## src/u16u8_pkg.sv

```systemverilog
`default_nettype none
// ----------------------------------------------------------------------------
// u16u8_pkg
// Shared types and constants of the UTF-16 to UTF-8 transcoder.
// ----------------------------------------------------------------------------
package u16u8_pkg;

   localparam int QUEUE_DEPTH = 4;
   localparam int QUEUE_AW    = $clog2(QUEUE_DEPTH);

   localparam logic [2:0] ERR_NONE      = 3'd0;
   localparam logic [2:0] ERR_ODD_LEN   = 3'd1;
   localparam logic [2:0] ERR_HIGH_END  = 3'd2;
   localparam logic [2:0] ERR_HIGH_NLOW = 3'd3;
   localparam logic [2:0] ERR_LONE_LOW  = 3'd4;

   localparam logic [1:0] BOM_START = 2'd0;
   localparam logic [1:0] BOM_CHECK = 2'd1;
   localparam logic [1:0] BOM_PAST  = 2'd2;

   localparam logic [15:0] HIGH_FIRST = 16'hD800;
   localparam logic [15:0] HIGH_LAST  = 16'hDBFF;
   localparam logic [15:0] LOW_FIRST  = 16'hDC00;
   localparam logic [15:0] LOW_LAST   = 16'hDFFF;
   localparam logic [20:0] SUPP_BASE  = 21'h10000;

   localparam logic [7:0] BOM_FF = 8'hFF;
   localparam logic [7:0] BOM_FE = 8'hFE;

   typedef struct packed {
      logic [7:0] in_byte;
      logic       end_of_stream;
   } req_item_type;

   typedef struct packed {
      logic [7:0] out_byte;
      logic       data_valid;
      logic       last_of_run;
      logic       stream_done;
      logic [2:0] status_code;
   } rsp_item_type;

   // one decoded job: a code point to serialize or a status result
   typedef struct packed {
      logic        is_data;
      logic [20:0] code_point;
      logic [2:0]  status_code;
      logic        eos;
   } job_type;

endpackage
`default_nettype wire

```

## src/u16u8_front.sv

```systemverilog
`default_nettype none
// ----------------------------------------------------------------------------
// u16u8_front
// Accepts stream bytes, pairs them into code units, joins surrogates and
// classifies errors. Produces one job per byte that yields any result.
// ----------------------------------------------------------------------------
module u16u8_front
   import u16u8_pkg::*;
(
   input  wire logic         clock,
   input  wire logic         reset,
   input  wire logic         lsb_first,
   input  wire logic         req_valid,
   output logic              req_stall,
   input  wire req_item_type req_data,
   input  wire logic         queue_full,
   output logic              push,
   output job_type           push_job
);

   logic [1:0] bom_phase_ff, bom_phase_in;
   logic [7:0] held_byte_ff, held_byte_in;
   logic       byte_held_ff, byte_held_in;
   logic [9:0] high_payload_ff, high_payload_in;
   logic       high_pending_ff, high_pending_in;
   logic       error_latched_ff, error_latched_in;

   logic        accept;
   logic        end_mark;
   logic [7:0]  b;
   logic        have_unit;
   logic [15:0] unit;
   logic        is_high;
   logic        is_low;
   logic        emit;
   logic [20:0] cp;
   logic [2:0]  code;

   assign req_stall = queue_full;
   assign accept    = req_valid && !queue_full;
   assign b         = req_data.in_byte;
   assign end_mark  = req_data.end_of_stream;

   always_comb begin
      bom_phase_in     = bom_phase_ff;
      held_byte_in     = held_byte_ff;
      byte_held_in     = byte_held_ff;
      high_payload_in  = high_payload_ff;
      high_pending_in  = high_pending_ff;
      error_latched_in = error_latched_ff;
      have_unit        = 1'b0;
      unit             = 16'd0;
      is_high          = 1'b0;
      is_low           = 1'b0;
      emit             = 1'b0;
      cp               = 21'd0;
      code             = ERR_NONE;
      push             = 1'b0;
      push_job         = '0;

      if (accept) begin
         if (error_latched_ff) begin
            if (end_mark) begin
               push                 = 1'b1;
               push_job.eos         = 1'b1;
               push_job.status_code = ERR_NONE;
            end
         end else begin
            if (bom_phase_ff == BOM_START) begin
               held_byte_in = b;
               byte_held_in = 1'b1;
               bom_phase_in = BOM_CHECK;
               if (end_mark) begin
                  code = ERR_ODD_LEN;
               end
            end else if (bom_phase_ff == BOM_CHECK) begin
               bom_phase_in = BOM_PAST;
               byte_held_in = 1'b0;
               if (!((held_byte_ff == BOM_FF && b == BOM_FE) ||
                     (held_byte_ff == BOM_FE && b == BOM_FF))) begin
                  have_unit = 1'b1;
               end
            end else if (!byte_held_ff) begin
               held_byte_in = b;
               byte_held_in = 1'b1;
               if (end_mark) begin
                  code = ERR_ODD_LEN;
               end
            end else begin
               byte_held_in = 1'b0;
               have_unit    = 1'b1;
            end

            unit    = lsb_first ? {b, held_byte_ff} : {held_byte_ff, b};
            is_high = (unit >= HIGH_FIRST) && (unit <= HIGH_LAST);
            is_low  = (unit >= LOW_FIRST) && (unit <= LOW_LAST);

            if (have_unit) begin
               if (high_pending_ff) begin
                  high_pending_in = 1'b0;
                  high_payload_in = 10'd0;
                  if (is_low) begin
                     emit = 1'b1;
                     cp   = SUPP_BASE + {1'b0, high_payload_ff, unit[9:0]};
                  end else begin
                     code = ERR_HIGH_NLOW;
                  end
               end else if (is_high) begin
                  if (end_mark) begin
                     code = ERR_HIGH_END;
                  end else begin
                     high_pending_in = 1'b1;
                     high_payload_in = unit[9:0];
                  end
               end else if (is_low) begin
                  code = ERR_LONE_LOW;
               end else begin
                  emit = 1'b1;
                  cp   = {5'd0, unit};
               end
            end

            if (emit || code != ERR_NONE || end_mark) begin
               push                 = 1'b1;
               push_job.is_data     = emit;
               push_job.code_point  = cp;
               push_job.status_code = code;
               push_job.eos         = end_mark;
            end
            if (code != ERR_NONE) begin
               error_latched_in = 1'b1;
            end
         end

         if (end_mark) begin
            bom_phase_in     = BOM_START;
            held_byte_in     = 8'd0;
            byte_held_in     = 1'b0;
            high_payload_in  = 10'd0;
            high_pending_in  = 1'b0;
            error_latched_in = 1'b0;
         end
      end
   end

   always_ff @(posedge clock) begin
      if (reset) begin
         bom_phase_ff     <= BOM_START;
         held_byte_ff     <= 8'd0;
         byte_held_ff     <= 1'b0;
         high_payload_ff  <= 10'd0;
         high_pending_ff  <= 1'b0;
         error_latched_ff <= 1'b0;
      end else begin
         bom_phase_ff     <= bom_phase_in;
         held_byte_ff     <= held_byte_in;
         byte_held_ff     <= byte_held_in;
         high_payload_ff  <= high_payload_in;
         high_pending_ff  <= high_pending_in;
         error_latched_ff <= error_latched_in;
      end
   end

endmodule
`default_nettype wire

```

## src/u16u8_queue.sv

```systemverilog
`default_nettype none
// ----------------------------------------------------------------------------
// u16u8_queue
// Small job FIFO between the decode front and the byte serializer.
// ----------------------------------------------------------------------------
module u16u8_queue
   import u16u8_pkg::*;
(
   input  wire logic    clock,
   input  wire logic    reset,
   input  wire logic    push,
   input  wire job_type push_job,
   output logic         full,
   output logic         head_valid,
   output job_type      head_job,
   input  wire logic    pop
);

   job_type                entries_ff [QUEUE_DEPTH];
   logic [QUEUE_AW-1:0]    wr_ptr_ff, wr_ptr_in;
   logic [QUEUE_AW-1:0]    rd_ptr_ff, rd_ptr_in;
   logic [QUEUE_AW:0]      count_ff, count_in;
   logic                   do_push;
   logic                   do_pop;

   assign full       = (count_ff == QUEUE_AW'(0) + (QUEUE_AW+1)'(QUEUE_DEPTH));
   assign head_valid = (count_ff != '0);
   assign head_job   = entries_ff[rd_ptr_ff];
   assign do_push    = push && !full;
   assign do_pop     = pop && head_valid;

   always_comb begin
      wr_ptr_in = do_push ? wr_ptr_ff + 1'b1 : wr_ptr_ff;
      rd_ptr_in = do_pop ? rd_ptr_ff + 1'b1 : rd_ptr_ff;
      count_in  = count_ff;
      if (do_push && !do_pop) begin
         count_in = count_ff + 1'b1;
      end else if (!do_push && do_pop) begin
         count_in = count_ff - 1'b1;
      end
   end

   always_ff @(posedge clock) begin
      if (reset) begin
         wr_ptr_ff <= '0;
         rd_ptr_ff <= '0;
         count_ff  <= '0;
      end else begin
         wr_ptr_ff <= wr_ptr_in;
         rd_ptr_ff <= rd_ptr_in;
         count_ff  <= count_in;
      end
      if (do_push) begin
         entries_ff[wr_ptr_ff] <= push_job;
      end
   end

endmodule
`default_nettype wire

```

## src/u16u8_back.sv

```systemverilog
`default_nettype none
// ----------------------------------------------------------------------------
// u16u8_back
// Serializes queued jobs into UTF-8 bytes, one result per cycle while not
// stalled, through a registered output stage.
// ----------------------------------------------------------------------------
module u16u8_back
   import u16u8_pkg::*;
(
   input  wire logic    clock,
   input  wire logic    reset,
   input  wire logic    head_valid,
   input  wire job_type head_job,
   output logic         pop,
   output logic         rsp_valid,
   input  wire logic    rsp_stall,
   output rsp_item_type rsp_data
);

   logic [1:0]   idx_ff, idx_in;
   logic         rsp_valid_ff, rsp_valid_in;
   rsp_item_type rsp_data_ff, rsp_data_in;
   logic         load;
   logic [1:0]   last_idx;
   logic [20:0]  cp;
   logic [7:0]   byte_sel;
   logic         is_last;

   assign cp = head_job.code_point;

   always_comb begin
      if (cp <= 21'h7F) begin
         last_idx = 2'd0;
      end else if (cp <= 21'h7FF) begin
         last_idx = 2'd1;
      end else if (cp <= 21'hFFFF) begin
         last_idx = 2'd2;
      end else begin
         last_idx = 2'd3;
      end
   end

   always_comb begin
      byte_sel = 8'h00;
      case (last_idx)
         2'd0: byte_sel = {1'b0, cp[6:0]};
         2'd1: begin
            case (idx_ff)
               2'd0:    byte_sel = {3'b110, cp[10:6]};
               default: byte_sel = {2'b10, cp[5:0]};
            endcase
         end
         2'd2: begin
            case (idx_ff)
               2'd0:    byte_sel = {4'b1110, cp[15:12]};
               2'd1:    byte_sel = {2'b10, cp[11:6]};
               default: byte_sel = {2'b10, cp[5:0]};
            endcase
         end
         default: begin
            case (idx_ff)
               2'd0:    byte_sel = {5'b11110, cp[20:18]};
               2'd1:    byte_sel = {2'b10, cp[17:12]};
               2'd2:    byte_sel = {2'b10, cp[11:6]};
               default: byte_sel = {2'b10, cp[5:0]};
            endcase
         end
      endcase
   end

   assign load    = head_valid && (!rsp_valid_ff || !rsp_stall);
   assign is_last = !head_job.is_data || (idx_ff == last_idx);
   assign pop     = load && is_last;

   always_comb begin
      idx_in       = idx_ff;
      rsp_valid_in = rsp_valid_ff;
      rsp_data_in  = rsp_data_ff;
      if (load) begin
         idx_in                  = is_last ? 2'd0 : idx_ff + 2'd1;
         rsp_valid_in            = 1'b1;
         rsp_data_in.out_byte    = head_job.is_data ? byte_sel : 8'h00;
         rsp_data_in.data_valid  = head_job.is_data;
         rsp_data_in.last_of_run = is_last;
         rsp_data_in.stream_done = is_last && head_job.eos;
         rsp_data_in.status_code = head_job.is_data ? ERR_NONE : head_job.status_code;
      end else if (!rsp_stall) begin
         rsp_valid_in = 1'b0;
      end
   end

   always_ff @(posedge clock) begin
      if (reset) begin
         idx_ff       <= 2'd0;
         rsp_valid_ff <= 1'b0;
      end else begin
         idx_ff       <= idx_in;
         rsp_valid_ff <= rsp_valid_in;
      end
      rsp_data_ff <= rsp_data_in;
   end

   assign rsp_valid = rsp_valid_ff;
   assign rsp_data  = rsp_data_ff;

endmodule
`default_nettype wire

```

## src/utf16_to_utf8_transcoder_unit.sv

```systemverilog
`default_nettype none
// ----------------------------------------------------------------------------
// utf16_to_utf8_transcoder_unit
// UTF-16 byte stream in, UTF-8 bytes out.
//
// req channel: one UTF-16 byte per item with an end-of-stream mark; taken
// when req_valid is high and req_stall low. rsp channel: one UTF-8 byte or a
// status item per result; taken when rsp_valid is high and rsp_stall low.
// csr channel: one write sets the byte order (1 = low byte first); csr_ready
// is always high. Write it only while the block is idle.
// A decode front pushes jobs into a four-entry queue; a serializer drains it
// one result per cycle while not stalled. An accepted item's first result
// passes the queue entry, then the output register. Input is taken every
// cycle while the queue has room; a code point yields 1 to 4 output bytes.
// Reset clears the stream state, empties the queue and selects low byte first.
// While rsp_stall is high a valid output holds; the queue fills and then
// req_stall rises.
// ----------------------------------------------------------------------------
module utf16_to_utf8_transcoder_unit
   import u16u8_pkg::*;
(
   input  wire logic         clock,
   input  wire logic         reset,
   input  wire logic         req_valid,
   output logic              req_stall,
   input  wire req_item_type req_data,
   output logic              rsp_valid,
   input  wire logic         rsp_stall,
   output rsp_item_type      rsp_data,
   input  wire logic         csr_valid,
   output logic              csr_ready,
   input  wire logic         csr_data
);

   logic    lsb_first_ff;
   logic    queue_full;
   logic    push;
   job_type push_job;
   logic    head_valid;
   job_type head_job;
   logic    pop;

   assign csr_ready = 1'b1;

   always_ff @(posedge clock) begin
      if (reset) begin
         lsb_first_ff <= 1'b1;
      end else if (csr_valid) begin
         lsb_first_ff <= csr_data;
      end
   end

   u16u8_front u_front (
      .clock      (clock),
      .reset      (reset),
      .lsb_first  (lsb_first_ff),
      .req_valid  (req_valid),
      .req_stall  (req_stall),
      .req_data   (req_data),
      .queue_full (queue_full),
      .push       (push),
      .push_job   (push_job)
   );

   u16u8_queue u_queue (
      .clock      (clock),
      .reset      (reset),
      .push       (push),
      .push_job   (push_job),
      .full       (queue_full),
      .head_valid (head_valid),
      .head_job   (head_job),
      .pop        (pop)
   );

   u16u8_back u_back (
      .clock      (clock),
      .reset      (reset),
      .head_valid (head_valid),
      .head_job   (head_job),
      .pop        (pop),
      .rsp_valid  (rsp_valid),
      .rsp_stall  (rsp_stall),
      .rsp_data   (rsp_data)
   );

endmodule
`default_nettype wire
```

## config.mk

```make
export PLATFORM = sky130hd
export DESIGN_NAME = utf16_to_utf8_transcoder_unit
export DESIGN_NICKNAME = d
export VERILOG_FILES = /design/src/u16u8_pkg.sv /design/src/u16u8_front.sv /design/src/u16u8_queue.sv /design/src/u16u8_back.sv /design/src/utf16_to_utf8_transcoder_unit.sv
export SDC_FILE = /design/constraint.sdc
export NUM_CORES = 1
export LEC_CHECK = 0
export BUFFER_PORTS_ARGS = -buffer_cell sky130_fd_sc_hd__buf_2
export CAP_MARGIN = 0
export CORE_AREA = 5 5 119 121
export DETAILED_ROUTE_END_ITERATION = 8
export DIE_AREA = 0 0 124 126
export PLACE_DENSITY = 0.74
export SYNTH_ARGS = -nofsm -noshare
export SYNTH_HDL_FRONTEND = slang
export SYNTH_SLANG_ARGS = --single-unit
export TNS_END_PERCENT = 50
```

## constraint.sdc

```tcl
create_clock -name clock -period 7 [get_ports clock]
set_input_delay 1.75 -clock clock [delete_from_list [all_inputs] [get_ports clock]]
set_output_delay 1.75 -clock clock [all_outputs]
set_load 0.02 [all_outputs]
```

After elaboration in Yosys (flattened, before gate mapping)

Memories as Yosys holds them, arrays and structs flattened. A register that Yosys moved wholly into a read port is not among the register bits.
Index checks and enable logic that the tools add are counted.

$add $sub $neg: 6
$lt $le $gt $ge: 7
Equal/unequal tests: 15
Mux-type cells: 83
Reductions and logical operators: 37

Operator list:

| cell                     | count |
|---|---|
| $mux W21                 | 4 |
| $mux W26                 | 2 |
| $mux W10                 | 5 |
| $mux W8                  | 5 |
| $mux W3                  | 13 |
| $mux W1                  | 37 |
| $eq A8 B8 Y1 const B     | 4 |
| $ge A16 B16 Y1 const B   | 2 |
| $le A16 B16 Y1 const B   | 2 |
| $mux W16                 | 2 |
| $pmux W8 S3              | 1 |
| $mux W22                 | 1 |
| $add A17 B20 Y21 const A | 1 |
| $le A21 B11 Y1 const B   | 1 |
| $le A21 B16 Y1 const B   | 1 |
| $le A21 B7 Y1 const B    | 1 |
| $pmux W7 S3              | 1 |
| $mux W2                  | 9 |
| $pmux W7 S2              | 1 |
| $logic_and A1 B1 Y1      | 12 |
| $reduce_bool A3 Y1       | 4 |
| $reduce_and A4 Y1        | 2 |
| $mux W7                  | 1 |
| $add A2 B1 Y2 const B    | 3 |
| 17 further kinds         | 33 |

Flip-flop bits (word level): 48
Bits in writable memories: 104
Bits of input ports: 15
Output and inout port bits: 17
Word-level logic and storage cells: 166
Memories kept: 1

Memories:

| name               | depth | width | rd ports | clocked after Yosys merged registers in | write ports | line              | source |
|---|---|---|---|---|---|---|---|
| u_queue.entries_ff | 4     | 26    | 1        | 1                                       | 1           | u16u8_queue.sv:19 | `job_type entries_ff [QUEUE_DEPTH];` |

Longest topological paths before layout

Word-level depth: 22
Mapped depth: 14
Mapped depth without buffers: 12

By module

From an unflattened synthesis, not the netlist that was laid out.

Cell total of the unflattened synthesis: 504
Area, all modules: 7069.3 um^2

By module, submodules not included:

| module                        | times used | cells each | area an instance (um^2) | sequential area each (um^2) |
|---|---|---|---|---|
| u16u8_queue                   | 1          | 184        | 4246.6                  | 3303.2 |
| u16u8_front                   | 1          | 176        | 1493.9                  | 460.4 |
| u16u8_back                    | 1          | 139        | 1282.5                  | 480.5 |
| utf16_to_utf8_transcoder_unit | 1          | 5          | 46.3                    | 20.0 |

Least setup slack after synthesis

No wires, ideal clock.

Path kind: input -> register
Start point: input port req_data[8] in the netlist's numbering
End point: register u_queue.count_ff[2]
Library setup time: 0.070 ns
Arrival time: 3.887 ns
Data required time: 6.930 ns
Setup slack: 3.043 ns
Cell stages on the path: 11
Buffers on the path: 0
Path through: nand4_1 -> or4b_2 -> o21a_1 -> a31oi_1 -> nor2_1 -> ha_1 -> inv_1 -> fa_1 -> xor2_1 -> or3_1 -> a21oi_1

Longest elaborated chain between the ends: 21
Elaborated cells on any way between the ends: 43
Classes of those cells: order compare (4); eq/ne (2); mux (24); reduce/logical (13)

RTL lines:

| what                                                    | line                                | source |
|---|---|---|
| from (decl)                                             | utf16_to_utf8_transcoder_unit.sv:26 | `input wire req_item_type req_data,` |
| branches (longest 12 deep; another with $ge A16 B16 Y1) | --                                  |  |
| $logic_or A1 B1 Y1 * (2 in a row)                       | u16u8_front.sv:123                  | `if (emit \|\| code != ERR_NONE \|\| end_mark) begin` |
| $mux W1 *                                               | u16u8_front.sv:123                  |  |
| $mux W1 *                                               | u16u8_front.sv:62                   | `if (error_latched_ff) begin` |
| $mux W1 *                                               | u16u8_front.sv:61                   | `if (accept) begin` |
| $logic_and A1 B1 Y1 *                                   | u16u8_queue.sv:29                   | `assign do_push = push && !full;` |
| net u_queue.do_push                                     | u16u8_queue.sv:23                   | `logic do_push;` |
| $logic_not A1 Y1                                        | u16u8_queue.sv:38                   | `end else if (!do_push && do_pop) begin` |
| $logic_and A1 B1 Y1                                     | u16u8_queue.sv:38                   |  |
| $reduce_bool A2 Y1 (no source line)                     | --                                  |  |
| to (signal assigned)                                    | u16u8_queue.sv:51                   | `count_ff <= count_in;` |
| to (decl)                                               | u16u8_queue.sv:22                   | `logic [QUEUE_AW:0] count_ff, count_in;` |

Mark *: on every way through the listed nets, which the timed path passes. The select of a mux whose other input is x is not followed.
A chain may end at the register's enable or synchronous reset.

==> out/metrics.yaml <==
cells_and_area:
  stdcell_area_sq_um: 7800
  area_growth_pct: 12.8
  drive_gt1_share_pct: 18.2
  nets: 580
  diodes: 0
  stdcell_count: 743
route:
  first_pass_iters: 7
  totalWireLength_um: 14200
  viasPerCell: 5.91
  drcViolationCount: 0
  vias: 4393
  wl_per_cell_um: 19.1
  postRouteAntennaNets: 0
  drtIter0Drc: 467
placed_design:
  placedInstanceArea_sq_um: 7210
  hpwl_um: 9570
  gp_congestion: 0.871
  place_ws_ns: 2.11
  portBuffers: 30
  place_inst: 711
worst_setup_path:
  path_cells: "mux4_2, or4_4, or2_0, a21oi_1, nand3_2, nand2_1, ha_1, inv_1, fa_1, xor2_1, or3_1, a21oi_1"
  criticalPathCategory: "flop to flop"
  r2r_setup_slack_ns: 2.17
  crit_path_frequent_cell: "a21oi_1"
  path_max_fanout: 27
  reg2reg_to: "u_queue.count_ff[2]$_SDFFE_PP0P_"
  end_kind: "flop"
  crit_slowest_cell: "dfxtp_2"
  cp.required_ns: 7.34
  cp.arrival_ns: 5.17
  slowest_delay_ns: 0.93
  critPathLaunchType: "flop"
  ff2ff_path_depth: 12
power:
  power_density_nw_per_um2: 384
  vdd_drop_max_uv: 178
  leakage_uw: 0.00276
hold_path:
  hp-start: "u_back.rsp_valid$_SDFFE_PP0P_"
  holdPathEnd: "u_back.rsp_valid$_SDFFE_PP0P_"
  holdPathStages: 2
  hp-class: "flop to flop"
clock_tree:
  cts.sinks: 154
  cts_resized: 0
  path_clk_slew_ns: 0.06
  clockRootBuffer: "clkbuf_16"
  h-tree-depth: 4
  holdBufCountCts: 0
  cts_buffer_depth: 2
  clk_latency_ns: 0.42
  numCtsBuffers: 17
  cts_setup_buffers: 0
  cts_tree: "done"
grt:
  grt-ovfl-total: 0
  grt_usage_pct: 19.4
  grt_antenna_before_repair: 0
  grt_pass1_wl_um: 22900
  grt_max_degree: 40
  grt_pass1_vias: 4365
synthesis:
  yosysMostFrequentCell: "edfxtp_1"
  synth_fp_nets: 552
  synth_edf_count: 118
  synthArstFlopShare_pct: 0
  syn_inst: 526
  ys_types: 59
  synth_common_cells: "edfxtp_1 (118), nor2_1 (57), dfxtp_1 (36)"
  yosysTopAreaCellShare_pct: 51.2
  ys_top_cells_by_area: "edfxtp_1 (51%), dfxtp_1 (10%), mux4_2 (8.1%)"
  synth_area_leader_cell: "edfxtp_1"
  ys_seq_area_share_pct: 61.7
  synth.yosys.warnings: 0
  ys.flop_type: "edfxtp_1"
  netlist_area_sq_um: 6920
  synth_seq_cells: 154
  synth_area_per_cell_sq_um: 13.1
timing:
  final_max_slew_viol_count: 0
  grt_setup_unrepaired: "false"
  min_period_over_period_pct: 69.0
  finalCriticalPeriod_ns: 4.83
  setup_viol: 0
  tightest_slew_ns: 1.13
  tns_ns: 0
  setup_ws_ns: 2.17
  hold_viol: 0
  relSlewSlack_pct: 24.0
  skew_ns: 0.00805
  fin_hold_ws_ns: 0.473
  timing.fmax_mhz: 207
die:
  core_area_sq_um: 13000
  io-pin-count: 32
  die-width_um: 124
  fp.dieArea_sq_um: 15600
  die_h_um: 126
  floorplan.initialDensity_pct: 53.3
  rows: 42
outcome:
  status: "completed"
flow_run:
  cap_violations: 0
## layout make-up
class | count | area, sq um
inverters | 16 | 60.1
flip-flops and latches | 154 | 4270
clock buffers | 20 | 437
well taps | 176 | 220
fillers | 1005 | 5180
multi-input cells | 328 | 2460
clock inverters | 12 | 150
repair buffers | 37 | 203
## kinds of logic after synthesis
logic type	count (synthesis)	share of synthesized area, %
other cells	1	0.0542
buf+inv	44	2.70
fa+ha+maj	11	2.10
xor+xnor	7	0.887
mux	51	12.0
compound gates	106	9.53
simple gates	152	11.1
flops	154	61.7
## metrics by stage
stage / power, uW / utilization (%)
after floorplan: 1860 / -
after global placement: 2080 / 55.6
after detailed placement: 2110 / 55.6
after CTS: 3010 / 60.1
after global routing: 3150 / 60.1
final: 3000 / 60.1
## worst max path at each step
stage                     start                          endpoint  slack [ns]
global placement           flop  u_queue.count_ff[2]$_SDFFE_PP0P_        2.31
finish                     flop  u_queue.count_ff[2]$_SDFFE_PP0P_        2.17
floorplan           req_data[8]  u_queue.count_ff[2]$_SDFFE_PP0P_        3.04
detailed placement         flop  u_queue.count_ff[2]$_SDFFE_PP0P_        2.11
CTS                        flop  u_queue.count_ff[2]$_SDFFE_PP0P_        2.08
global route               flop  u_queue.count_ff[2]$_SDFFE_PP0P_        1.78
## report_power, final
group / switching (uW) / internal, uW / total, uW
logic: 533 / 345 / 877
registers: 82.2 / 1130 / 1210
clock network: 350 / 558 / 908
total: 965 / 2030 / 3000
## cells in the final DEF, fill, tap and decap left out, types with 4 or more instances in the layout
master / Yosys / layout
clkinvlp_4: 0 / 5
xor2_1: 4 / 4
edfxtp_1: 118 / 118
nand2b_1: 14 / 14
a31oi_1: 9 / 9
nand3_1: 12 / 12
buf_2: 2 / 30
buf_4: 1 / 7
ha_1: 10 / 10
mux2i_1: 21 / 21
a21oi_1: 30 / 30
clkbuf_16: 0 / 17
o21ai_1: 5 / 5
o22ai_1: 5 / 5
nor3_1: 13 / 13
nor2_1: 57 / 57
mux4_2: 25 / 25
nand2_1: 16 / 16
a22oi_1: 14 / 14
dfxtp_1: 36 / 35
o21ai_0: 22 / 22
and3_1: 5 / 5
inv_1: 16 / 16
and2_1: 7 / 7
nand4_1: 5 / 5
mux2_2: 5 / 5
## layer usage
layer	GRT usage [%]	wire length, um	share of wire [%]
met1	25.5	6090	43
met2	31.8	7170	50
met3	3.90	687	4.8
met4	7.41	280	2.0
met5	0	0	0
## flip-flops by register name (all words and copies together) (netlist names), 2 cells and up, named ones only
| name | count |
|---|---|
| u_queue.entries_ff | 104 |
| u_back.rsp_data | 14 |
| u_front.high_payload_ff | 10 |
| u_front.held_byte_ff | 8 |
| u_queue.count_ff | 3 |
| u_back.idx_ff | 2 |
| u_front.bom_phase_ff | 2 |
| u_queue.rd_ptr_ff | 2 |
| u_queue.wr_ptr_ff | 2 |
## critical path: cells and delay by family, from the launching register on
kind	cells	cell delay [ns]
xor gates and xnor gates	1	0.18
buffers and inverters	1	0.08
DFF	1	0.93
and+or+nand+nor	5	1.71
muxes	1	0.64
AOI/OAI and AO/OA	2	0.55
adders and majority gates	2	0.66
Note: power is estimated with default switching activity, not from simulation.
